**src/sv/avsu_pkg.sv**
```systemverilog
// Shared types and constants of the volume and stereo up-mix unit.
package avsu_pkg;

  localparam int unsigned MaxChannels = 8;
  localparam int unsigned RingMax     = 131072;
  localparam int unsigned CfgAddrW    = 4;
  localparam int unsigned CfgDataW    = 32;

  typedef enum logic [1:0] {
    FmtS16 = 2'd0,
    FmtU8  = 2'd1,
    FmtS8  = 2'd2
  } sample_fmt_e;

  typedef enum logic [1:0] {
    RegSampleFormat = 2'd0,
    RegMasterVolume = 2'd1,
    RegChannelCount = 2'd2,
    RegRingSamples  = 2'd3
  } cfg_reg_e;

  typedef enum logic [1:0] {
    SpkLeft   = 2'd0,
    SpkRight  = 2'd1,
    SpkCentre = 2'd2,
    SpkLfe    = 2'd3
  } speaker_e;

  typedef struct packed {
    logic signed [15:0] left_sample;
    logic signed [15:0] right_sample;
  } in_item_t;

  typedef struct packed {
    logic signed [15:0] out_sample;
    logic [2:0]         channel_index;
    logic               last_channel;
    logic [16:0]        play_position;
  } out_item_t;

  localparam speaker_e SpeakerLayout [8][8] = '{
    '{SpkCentre, SpkLeft, SpkLeft, SpkLeft, SpkLeft, SpkLeft, SpkLeft, SpkLeft},
    '{SpkLeft, SpkRight, SpkLeft, SpkLeft, SpkLeft, SpkLeft, SpkLeft, SpkLeft},
    '{SpkLeft, SpkRight, SpkLfe, SpkLeft, SpkLeft, SpkLeft, SpkLeft, SpkLeft},
    '{SpkLeft, SpkRight, SpkLeft, SpkRight, SpkLeft, SpkLeft, SpkLeft, SpkLeft},
    '{SpkLeft, SpkRight, SpkLfe, SpkLeft, SpkRight, SpkLeft, SpkLeft, SpkLeft},
    '{SpkLeft, SpkRight, SpkCentre, SpkLfe, SpkLeft, SpkRight, SpkLeft, SpkLeft},
    '{SpkLeft, SpkRight, SpkCentre, SpkLfe, SpkCentre, SpkLeft, SpkRight, SpkLeft},
    '{SpkLeft, SpkRight, SpkCentre, SpkLfe, SpkLeft, SpkRight, SpkLeft, SpkRight}
  };

endpackage

```
**src/sv/audio_volume_stereo_upmix_unit.sv**
```systemverilog
// Top level of the volume and stereo up-mix unit: input, frame and result registers.
//
//   Channel  Direction  Payload     Handshake
//   in       sink       in_item_t   in_valid_i / in_stall_o
//   out      source     out_item_t  out_valid_o / out_stall_i
//   cfg      sink       APB         psel, penable, pwrite, pready
//
// A frame yields one result per device channel, one per cycle while the output does
// not stall, for channel_count channels (1 to 8) in the frame register, which sets the rate.
// An input transfer passes through the input, frame and result registers before its first result.
// Reset empties all three registers and clears the play position.
// A stall at the output holds the result register and backs up to the input.
module audio_volume_stereo_upmix_unit
  import avsu_pkg::*;
(
  input  logic                clk_i,
  input  logic                rst_ni,
  input  logic                in_valid_i,
  input  in_item_t            in_data_i,
  output logic                in_stall_o,
  output logic                out_valid_o,
  output out_item_t           out_data_o,
  input  logic                out_stall_i,
  input  logic                psel,
  input  logic                penable,
  input  logic                pwrite,
  input  logic [CfgAddrW-1:0] paddr,
  input  logic [CfgDataW-1:0] pwdata,
  output logic [CfgDataW-1:0] prdata,
  output logic                pready
);

  logic [1:0]  fmt_q;
  logic [8:0]  vol_q;
  logic [3:0]  chans_q;
  logic [17:0] ring_q;
  logic        cfg_wr;

  logic        a_valid_q;
  in_item_t    a_item_q;

  logic               b_valid_q;
  logic signed [15:0] b_left_q, b_right_q, b_centre_q, b_lfe_q;
  logic [3:0]         b_count_q;
  logic [2:0]         b_slot_q;
  logic [16:0]        b_pos_q;

  logic        c_valid_q;
  out_item_t   c_item_q;

  logic [16:0] position_q;

  logic        c_free, b_adv, b_last, b_free, a_move, a_load;
  logic [8:0]  vol_eff;
  logic [3:0]  count_eff;
  logic [17:0] ring_eff, pos_base, pos_sum, pos_next;
  logic signed [15:0] left_s, right_s;
  logic signed [16:0] pair_sum, pair_adj;
  logic signed [15:0] centre_s, lfe_s, emit_s;
  speaker_e    spk;

  assign pready = 1'b1;
  assign cfg_wr = psel && penable && pwrite && pready;

  always_ff @(posedge clk_i or negedge rst_ni) begin
    if (!rst_ni) begin
      fmt_q   <= 2'd0;
      vol_q   <= 9'd256;
      chans_q <= 4'd2;
      ring_q  <= 18'd32768;
    end else if (cfg_wr) begin
      unique case (cfg_reg_e'(paddr[3:2]))
        RegSampleFormat: fmt_q   <= pwdata[1:0];
        RegMasterVolume: vol_q   <= pwdata[8:0];
        RegChannelCount: chans_q <= pwdata[3:0];
        RegRingSamples:  ring_q  <= pwdata[17:0];
        default: ;
      endcase
    end
  end

  always_comb begin
    prdata = '0;
    unique case (cfg_reg_e'(paddr[3:2]))
      RegSampleFormat: prdata = {30'd0, fmt_q};
      RegMasterVolume: prdata = {23'd0, vol_q};
      RegChannelCount: prdata = {28'd0, chans_q};
      RegRingSamples:  prdata = {14'd0, ring_q};
      default:         prdata = '0;
    endcase
  end

  function automatic logic signed [15:0] scale_sample(logic signed [15:0] raw,
                                                      logic [1:0] fmt,
                                                      logic [8:0] vol);
    logic signed [15:0] x;
    logic signed [25:0] prod;
    logic signed [15:0] y;
    begin
      case (fmt)
        FmtU8:   x = {{8{~raw[7]}}, ~raw[7], raw[6:0]};
        FmtS8:   x = {{8{raw[7]}}, raw[7:0]};
        default: x = raw;
      endcase
      prod = x * $signed({1'b0, vol});
      y = prod[23:8];
      if (fmt == FmtU8) begin
        y = y + 16'sd128;
      end
      scale_sample = y;
    end
  endfunction

  assign c_free = !c_valid_q || !out_stall_i;
  assign b_last = ({1'b0, b_slot_q} == (b_count_q - 4'd1));
  assign b_adv  = b_valid_q && c_free;
  assign b_free = !b_valid_q || (b_adv && b_last);
  assign a_move = a_valid_q && b_free;
  assign in_stall_o = a_valid_q && !b_free;

  assign vol_eff   = (vol_q > 9'd256) ? 9'd256 : vol_q;
  assign count_eff = (chans_q > 4'(MaxChannels)) ? 4'(MaxChannels) : chans_q;
  assign ring_eff  = (ring_q > 18'(RingMax)) ? 18'(RingMax) : ring_q;
  assign a_load    = a_move && (count_eff != 4'd0);

  assign left_s   = scale_sample(a_item_q.left_sample, fmt_q, vol_eff);
  assign right_s  = scale_sample(a_item_q.right_sample, fmt_q, vol_eff);
  assign pair_sum = {left_s[15], left_s} + {right_s[15], right_s};
  assign pair_adj = pair_sum + {16'd0, pair_sum[16]};
  assign centre_s = pair_adj[16:1];
  assign lfe_s    = (fmt_q == FmtU8) ? 16'sd128 : 16'sd0;

  assign pos_base = ({1'b0, position_q} >= ring_eff) ? 18'd0 : {1'b0, position_q};
  assign pos_sum  = pos_base + 18'd2;
  always_comb begin
    if (ring_eff < 18'd2) begin
      pos_next = 18'd0;
    end else if (pos_sum >= ring_eff) begin
      pos_next = pos_sum - ring_eff;
    end else begin
      pos_next = pos_sum;
    end
  end

  always_ff @(posedge clk_i or negedge rst_ni) begin
    if (!rst_ni) begin
      a_valid_q <= 1'b0;
    end else if (!in_stall_o) begin
      a_valid_q <= in_valid_i;
    end
  end

  always_ff @(posedge clk_i) begin
    if (in_valid_i && !in_stall_o) begin
      a_item_q <= in_data_i;
    end
  end

  always_ff @(posedge clk_i or negedge rst_ni) begin
    if (!rst_ni) begin
      b_valid_q  <= 1'b0;
      b_slot_q   <= 3'd0;
      position_q <= 17'd0;
    end else begin
      if (b_free) begin
        b_valid_q <= a_load;
        b_slot_q  <= 3'd0;
      end else if (b_adv) begin
        b_slot_q <= b_slot_q + 3'd1;
      end
      if (a_load) begin
        position_q <= pos_next[16:0];
      end
    end
  end

  always_ff @(posedge clk_i) begin
    if (a_load) begin
      b_left_q   <= left_s;
      b_right_q  <= right_s;
      b_centre_q <= centre_s;
      b_lfe_q    <= lfe_s;
      b_count_q  <= count_eff;
      b_pos_q    <= pos_next[16:0];
    end
  end

  assign spk = SpeakerLayout[3'(b_count_q - 4'd1)][b_slot_q];

  always_comb begin
    case (spk)
      SpkLeft:   emit_s = b_left_q;
      SpkRight:  emit_s = b_right_q;
      SpkCentre: emit_s = b_centre_q;
      default:   emit_s = b_lfe_q;
    endcase
  end

  always_ff @(posedge clk_i or negedge rst_ni) begin
    if (!rst_ni) begin
      c_valid_q <= 1'b0;
    end else if (c_free) begin
      c_valid_q <= b_valid_q;
    end
  end

  always_ff @(posedge clk_i) begin
    if (b_adv) begin
      c_item_q.out_sample    <= emit_s;
      c_item_q.channel_index <= b_slot_q;
      c_item_q.last_channel  <= b_last;
      c_item_q.play_position <= b_pos_q;
    end
  end

  assign out_valid_o = c_valid_q;
  assign out_data_o  = c_item_q;

endmodule
```
**config.mk**
```make
export PLATFORM = sky130hd
export DESIGN_NAME = audio_volume_stereo_upmix_unit
export DESIGN_NICKNAME = d
export VERILOG_FILES = /design/src/sv/avsu_pkg.sv /design/src/sv/audio_volume_stereo_upmix_unit.sv
export SDC_FILE = /design/constraint.sdc
export NUM_CORES = 1
export LEC_CHECK = 0
export ABC_AREA = 1
export BUFFER_PORTS_ARGS = -buffer_cell sky130_fd_sc_hd__clkbuf_2
export CORE_MARGIN = 8
export CORE_UTILIZATION = 58
export DETAILED_ROUTE_END_ITERATION = 6
export GPL_ROUTABILITY_DRIVEN = 0
export PLACE_DENSITY = 0.76
export SETUP_SLACK_MARGIN = 0.15
export SLEW_MARGIN = 20
export SYNTH_ARGS = -nofsm -noshare
export SYNTH_HDL_FRONTEND = slang
export SYNTH_SLANG_ARGS = --single-unit
```
**constraint.sdc**
```tcl
create_clock -name clk_i -period 12 [get_ports clk_i]
set_clock_uncertainty 0.05 [all_clocks]
set_input_delay 1.8 -clock clk_i [delete_from_list [all_inputs] [get_ports clk_i]]
set_output_delay 1.8 -clock clk_i [all_outputs]
set_load 0.05 [all_outputs]
```
-- Yosys cells after proc, flatten, opt, wreduce, memory -nomap -nowiden
Memories as Yosys holds them, arrays and structs flattened.
Index checks and enable logic that the tools add are counted.
- register bits after elaboration: 210
- bits in read-only memories: 128
- logic and storage cells: 95
- memories kept: 1
- add/subtract/negate cells: 8
- $mul: 2
- order comparisons: 8
- equality and inequality tests: 8
- multiplexer cells: 20
- bitwise logic cells: 4
- reduce and logical (&&, ||, !) cells: 23
- memory list (memory ; depth ; bits a word ; rd ports ; clocked after memory_dff ; wr ports ; line ; text):
    (no name shown) ; 8 ; 16 ; 1 ; 0 ; 0 ; audio_volume_stereo_upmix_unit.sv:188 ; assign spk = SpeakerLayout[3'(b_count_q - 4'd1)][b_slot_q];
- operators with widths (cell ; count):
    $pmux W32 S4 ; 1
    $mux W16 ; 4
    $pmux W16 S2 ; 2
    $mux W17 ; 3
    $mul A16 B10 Y24 ; 2
    $pmux W16 S3 ; 1
    $add A16 B9 Y16 const B ; 2
    $add A17 B2 Y18 const B ; 1
    $ge A17 B18 Y1 ; 1
    $ge A18 B18 Y1 ; 1
    $gt A18 B18 Y1 const B ; 1
    $lt A18 B2 Y1 const B ; 1
    $mux W18 ; 1
    $add A16 B16 Y17 ; 1
    $add A17 B1 Y17 ; 1
    $sub A17 B17 Y17 ; 1
    $gt A9 B9 Y1 const B ; 1
    $mux W9 ; 1
    $eq A2 B2 Y1 const B ; 4
    $ge A4 B4 Y1 const B ; 2
    $logic_and A1 B1 Y1 ; 8
    $mux W8 ; 1
    $not A3 Y4 ; 2
    $reduce_and A2 Y1 ; 4
    other kinds (15) ; 26

-- Depth between registers and ports, before layout
Gate-level depths: netlist (run 1).
- depth in word-level cells: 10
- depth in mapped cells: 56

-- Worst setup path before layout (run 1)
OpenSTA, ideal clock, no wires.
- kind: reg-to-reg
- from: register vol_q[4]
- to: register b_centre_q[15] (data pin)
- library setup time: 0.254 ns
- data arrival time: 8.405 ns
- required time: 11.696 ns
- setup slack: 3.291 ns
- cell stages (with the launch flop): 47
- clock period less this slack: 8.709 ns
- cell sequence: dfrtp_1 -> nor4_1 -> a41oi_1 -> nor2_1 -> clkbuf_1 -> clkbuf_1 -> nand2_1 -> fa_1 -> inv_1 -> fa_1 -> inv_1 -> fa_1 -> inv_1 -> fa_1 -> inv_1 -> fa_1 -> inv_1 -> ha_1 -> (+11 left out) -> xnor2_1 -> inv_1 -> ha_1 -> a21oi_1 -> nor2_1 -> nor2_1 -> nand3_1 -> nand2_2 -> nand2_1 -> inv_1 -> ha_1 -> nand2_1 -> nor3_1 -> nand3_1 -> nor4_1 -> nand2_1 -> xor2_1 -> inv_1
- longest elaborated chain between the ends: 7
- RTL lines (item ; line ; text):
    start, declared ; audio_volume_stereo_upmix_unit.sv:34 ; logic [8:0] vol_q;
    start signal, assigned ; audio_volume_stereo_upmix_unit.sv:74 ; RegMasterVolume: vol_q <= pwdata[8:0];
    $gt A9 B9 Y1 ; audio_volume_stereo_upmix_unit.sv:121 ; assign vol_eff = (vol_q > 9'd256) ? 9'd256 : vol_q;
    $mux W9 (*) ; audio_volume_stereo_upmix_unit.sv:121 ;
    $mul A16 B10 Y24 (*) ; audio_volume_stereo_upmix_unit.sv:105 ; prod = x * $signed({1'b0, vol});
    $add A16 B9 Y16 ; audio_volume_stereo_upmix_unit.sv:108 ; y = y + 16'sd128;
    $mux W16 (*) ; audio_volume_stereo_upmix_unit.sv:107 ; if (fmt == FmtU8) begin
    named net left_s[13] ; audio_volume_stereo_upmix_unit.sv:57 ; logic signed [15:0] left_s, right_s;
    $add A16 B16 Y17 (*) ; audio_volume_stereo_upmix_unit.sv:128 ; assign pair_sum = {left_s[15], left_s} + {right_s[15], right_s};
    $add A17 B1 Y17 (*) ; audio_volume_stereo_upmix_unit.sv:129 ; assign pair_adj = pair_sum + {16'd0, pair_sum[16]};
    named net pair_adj[16] ; audio_volume_stereo_upmix_unit.sv:58 ; logic signed [16:0] pair_sum, pair_adj;
    end signal, assigned ; audio_volume_stereo_upmix_unit.sv:181 ; b_centre_q <= centre_s;
    end, declared ; audio_volume_stereo_upmix_unit.sv:43 ; logic signed [15:0] b_left_q, b_right_q, b_centre_q, b_lfe_q;
The timed path passes the listed nets; every way through them passes the cells marked *.
A chain may end at the register's enable or synchronous reset.

-- Worst setup path in the final report (run 1)
- from: register vol_q[8]
- to: register b_centre_q[15] (data pin)
The elaborated chain is that of the path after synthesis.

==> results.json, run 1 <==
{
  "outcome": "completed",
  "grt.overflow.total": 0,
  "drc": 0,
  "fmax_mhz": 95.0,
  "layout_common_cells": "594 x nand2_1, 557 x inv_1, 230 x fa_1",
  "async_flop_share_pct": 28.7,
  "synth-edff-count": 139,
  "worstRegToRegCells": 47,
  "cts_sinks": 195,
  "cts_hold_buf": 0,
  "path_depth": 47,
  "finalWirelength_um": 51100,
  "cp_common_cell": "nand2_1",
  "path_class": "reg -> reg",
  "worstSkewPairLatency_ns": 0.47,
  "hold_end": "out_data_o[10]",
  "cts_tree": "yes",
  "hpwl_um": 40900,
  "grt_pass1_vias": 17579,
  "synth_ff_type": "edfxtp_1",
  "rsz0062_at_grt": "no",
  "grt.total_usage_pct": 23.9,
  "finalSetupTns_ns": 0,
  "yosysTopAreaCell": "fa_1",
  "grt_max_degree": 82,
  "fp.dieArea_um2": 43100,
  "rrSetupSlack_ns": 1.48,
  "drt-initial-drc-count": 1290,
  "area.growth.synth_to_final_pct": 7.60,
  "synth_cells": 2583,
  "cp_top_family": "adder cells",
  "worst_pin_slew_ns": 1.06,
  "drv_cap": 0,
  "min-delay-start": "b_pos_q[10]",
  "endpoint_kind": "flop",
  "timing.final.crit_period_ns": 10.52,
  "clk_pin_slew_ns": 0.09,
  "maxSlewViolCount": 0,
  "dp_cells": 3122,
  "hold_violations": 0,
  "diodes": 0,
  "io_pins": 147,
  "yosys.area.top_type_share_pct": 21.6,
  "wl_per_cell_um": 16.2,
  "min_path_cells": 0,
  "setup.worst_path.start_class": "flop",
  "slew-limit-headroom_pct": 29.4,
  "postRouteAntennaNets": 0,
  "viasPerCell": 5.44,
  "synth_area_um2": 21300,
  "io_buffer_count": 115,
  "finish.utilization_pct": 63.0,
  "setup_viol_count_final": 0,
  "hold_path.class": "reg -> reg",
  "postCtsSetupRepairBufs": 0,
  "placed_cell_area_um2": 22300,
  "stdcell_area_um2": 22900,
  "rows": 70,
  "ys_warn_count": 0,
  "critPathRequiredTime_ns": 12.18,
  "r2r-end": "b_centre_q[15]",
  "multiInputGateArea_um2": 13300,
  "numCtsBuffers": 17,
  "cp_max_fo": 35,
  "antenna_found_initial": 0,
  "max_stage_delay_ns": 1.14,
  "synth-seq-cells": 195,
  "clk_path_buf_depth": 2,
  "ys_types": 56,
  "die_h_um": 208,
  "slowest_stage": "dfstp_2",
  "initial_core_util_pct": 58.6,
  "worstPathArrival_ns": 10.70,
  "syn-mean-instance-area_um2": 8.24,
  "die_x_um": 208,
  "finalCritPeriodShare_pct": 87.7,
  "root_buffer": "clkbuf_16",
  "final_nets": 3141,
  "reg2reg_from": "vol_q[8]",
  "htreeDepth": 4,
  "final-seq-area_um2": 5580,
  "critPathBufInv": 9,
  "synth.area.top_cells": "fa_1 22%, edfxtp_1 20%, nand2_1 10%",
  "drt_pass1_iterations": 6,
  "drive_gt1_share_pct": 8.12,
  "cts_resized": 0,
  "final_common_cell": "nand2_1",
  "core_um2": 36300,
  "fillers": 2967,
  "grt_pass1_wl_um": 83900,
  "layout.cells.non_filler": 3154,
  "via_count": 17160,
  "synth_seq_area_share_pct": 26.2
}
## stage by stage
stage	worst slack (ns)	hold slack, ns
after floorplan	3.29	0.350
after global placement	1.81	0.355
after detailed placement	1.58	0.355
after CTS	1.59	0.376
after global routing	0.660	0.380
final	1.48	0.374
## cells in the mapped netlist, types with 4 or more instances
| library cell | n |
|---|---|
| nor3_1 | 20 |
| buf_2 | 5 |
| nor4_1 | 15 |
| nand3_1 | 63 |
| buf_4 | 16 |
| and2_1 | 4 |
| o221ai_1 | 4 |
| a31oi_1 | 5 |
| a21o_1 | 9 |
| nor2_4 | 5 |
| edfxtp_1 | 139 |
| xor2_1 | 73 |
| nand2_2 | 18 |
| a21oi_1 | 114 |
| inv_1 | 558 |
| nand3b_1 | 6 |
| xnor2_1 | 32 |
| clkbuf_1 | 40 |
| nand2_1 | 594 |
| o21ai_1 | 8 |
| o21bai_1 | 9 |
| nand3_2 | 6 |
| nor2_2 | 8 |
| nor2_1 | 205 |
| dfrtp_1 | 53 |
| o21ai_0 | 102 |
| nand4_1 | 29 |
| fa_1 | 230 |
| ha_1 | 163 |
## flip-flops by register name (all words and copies together), names as in the netlist, 2 cells and up
name and cells:
vol_q 9, a_item_q 32, b_count_q 4, fmt_q 2
b_right_q 16, ring_q 18, out_data_o 37, b_left_q 16
chans_q 4, b_centre_q 16, b_pos_q 17, position_q 17
b_slot_q 3
## worst reg2reg max path: cells and delay by family (launching register included)
family	cells	cell delay, ns
buffers and inverters	9	1.38
adders and majority gates	8	3.37
and+or+nand+nor	22	2.99
AOI/OAI and AO/OA	6	0.94
xor gates and xnor gates	2	0.42
DFF	1	1.14
## metal layers
metal | track usage (%) | vias up | share of wire, %
met1 | 29.8 | 8205 | 41
met4 | 9.27 | 0 | 3.3
met5 | 0 | - | 0
met2 | 41.1 | 657 | 48
met3 | 3.97 | 130 | 7.3
li1 | - | 8168 | -
## final cells by class
class                           count  share of cell area (%)
Timing Repair Buffer              124                    2.81
Tap cell                          468                    2.56
Clock inverter                     15                   0.967
Clock buffer                       17                    1.86
Sequential cell                   195                    24.4
Inverter                          564                    9.29
Multi-Input combinational cell   1771                    58.2
## how the worst max path moves through the flow
stage                          end  slack (ns)     start
detailed placement  b_centre_q[15]        1.58  vol_q[8]
floorplan           b_centre_q[15]        3.29  vol_q[4]
global placement    b_centre_q[15]        1.81  vol_q[8]
finish              b_centre_q[15]        1.48  vol_q[8]
CTS                 b_centre_q[15]        1.59  vol_q[8]
global route        b_centre_q[15]        0.66  vol_q[8]
## logic make-up after synthesis
group	after synthesis	synth area share (%)
other	2	0.0353
buffers and inverters	630	11.6
XOR/XNOR	106	4.40
AO/OA/AOI/OAI	272	7.01
flip-flops	195	26.2
adder cells (fa/ha/maj)	393	31.2
AND/OR/NAND/NOR	985	19.6
Power of run 1 is not shown: default switching activity piles up to over one toggle a cycle in this logic, so the estimate is an artifact.
==> run 2: changes to the inputs <==
--- a/config.mk
+++ b/config.mk
@@ -6,13 +6,14 @@
 export NUM_CORES = 1
 export LEC_CHECK = 0
 export ABC_AREA = 1
-export BUFFER_PORTS_ARGS = -buffer_cell sky130_fd_sc_hd__clkbuf_2
+export BUFFER_PORTS_ARGS = -buffer_cell sky130_fd_sc_hd__buf_2
 export CORE_MARGIN = 8
 export CORE_UTILIZATION = 58
 export DETAILED_ROUTE_END_ITERATION = 6
 export GPL_ROUTABILITY_DRIVEN = 0
 export PLACE_DENSITY = 0.76
 export SETUP_SLACK_MARGIN = 0.15
+export SKIP_CTS_REPAIR_TIMING = 1
 export SLEW_MARGIN = 20
 export SYNTH_ARGS = -nofsm -noshare
 export SYNTH_HDL_FRONTEND = slang
==> results.json, run 2 (synthesized netlist as in run 1, its figures left out) <==
{
  "outcome": "completed",
  "root_buffer": "clkbuf_16",
  "io_pins": 147,
  "largest_register_ffs": 37,
  "setup.worst_path.start_class": "flop",
  "grt.total_usage_pct": 24.1,
  "slowest_stage": "a21oi_1",
  "clk_pin_slew_ns": 0.09,
  "path_class": "reg -> reg",
  "io_buffer_count": 115,
  "postRouteAntennaNets": 0,
  "htreeDepth": 4,
  "timing.final.crit_period_ns": 10.70,
  "drt_pass1_iterations": 5,
  "initial_core_util_pct": 58.6,
  "critPathRequiredTime_ns": 12.16,
  "grt_pass1_wl_um": 85200,
  "via_count": 17096,
  "max_stage_delay_ns": 0.65,
  "numCtsBuffers": 17,
  "rsz0062_at_grt": "no",
  "antenna_found_initial": 0,
  "finalSetupTns_ns": 0,
  "setup_viol_count_final": 0,
  "cp_max_fo": 8,
  "drive_gt1_share_pct": 8.12,
  "rows": 70,
  "maxSlewViolCount": 0,
  "endpoint_kind": "flop",
  "cp_common_cell": "nand2_1",
  "hold_violations": 0,
  "final_common_cell": "nand2_1",
  "finalCritPeriodShare_pct": 89.2,
  "worst_pin_slew_ns": 1.07,
  "final_nets": 3141,
  "area.growth.synth_to_final_pct": 7.54,
  "grt_max_degree": 99,
  "grt_pass1_vias": 17580,
  "cts_sinks": 195,
  "finalWirelength_um": 51400,
  "hpwl_um": 41300,
  "drc": 0,
  "diodes": 0,
  "grt.overflow.total": 0,
  "core_um2": 36300,
  "cts_tree": "yes",
  "worstSkewPairLatency_ns": 0.46,
  "layout_common_cells": "594 x nand2_1, 557 x inv_1, 230 x fa_1",
  "worstPathArrival_ns": 10.86,
  "drv_cap": 0,
  "fp.dieArea_um2": 43100,
  "wl_per_cell_um": 16.3,
  "drt-initial-drc-count": 1439,
  "die_x_um": 208,
  "hold_path.class": "reg -> reg",
  "viasPerCell": 5.42,
  "die_h_um": 208,
  "fmax_mhz": 93.5,
  "slew-limit-headroom_pct": 28.5,
  "clk_path_buf_depth": 2
}
-- run 2: cell types whose count changed in the layout (fill, tap and decap cells not counted) --
cell      previous run  this run
inv_16               2         1
clkbuf_2           115         0
inv_6                2         5
inv_8                4         2
buf_6                0         1
buf_2                0       115
buf_4                9         8
-- run 2: layout make-up --
type | instances | area, um^2
tap | 468 | 586
sequential | 195 | 5580
clock buffer | 17 | 425
timing repair buffer | 124 | 647
inverter | 564 | 2130
multi-input combinational | 1771 | 13300
clock inverter | 15 | 205
fill | 3010 | 13500
-- run 2: final timing paths --
kind / slack [ns] / from / cells past startpoint / to
setup / recovery: 1.30 / fmt_q[1] / 50 / b_centre_q[15]
hold / removal: 0.37 / b_pos_q[14] / 0 / out_data_o[14]
setup reg to reg: 1.30 / fmt_q[1] / 50 / b_centre_q[15]
hold reg to reg: 0.37 / b_pos_q[14] / 0 / out_data_o[14]
max in group asynchronous: 9.96 / rst_ni / 2 / b_slot_q[1]
min in group asynchronous: 1.43 / rst_ni / 2 / ring_q[9]
-- run 2: metrics by stage --
stage / worst slack, ns / utilization [%] / hold WS [ns] / instance area, um^2 / std cells
finish: 1.30 / 63.0 / 0.374 / 22900 / 3154
global route: 0.732 / 63.0 / 0.380 / 22900 / 3154
CTS: 1.48 / 63.0 / 0.376 / 22900 / 3154
detailed placement: 1.50 / 61.2 / 0.355 / 22300 / 3122
global placement: 1.81 / 61.2 / 0.355 / 22300 / 3122
floorplan: 3.29 / - / 0.350 / 21300 / 2596
-- run 2: critical path, delay by kind of cell, from the launching register on --
| family | cells | cell delay (ns) |
|---|---|---|
| buffers and inverters | 10 | 1.24 |
| adders and majority gates | 9 | 3.59 |
| AOI/OAI and AO/OA | 8 | 1.79 |
| xor gates and xnor gates | 2 | 0.43 |
| and+or+nand+nor | 21 | 2.84 |
| DFF | 1 | 0.51 |
-- run 2: routing by layer --
metal | GRT usage (%) | vias up | wire length [um]
li1 | - | 8174 | -
met1 | 30.8 | 8199 | 21400
met2 | 41.9 | 610 | 25200
met3 | 3.97 | 113 | 3620
met4 | 6.73 | 0 | 1150
met5 | 0 | - | 0
Power of run 2 is left out for the same reason.
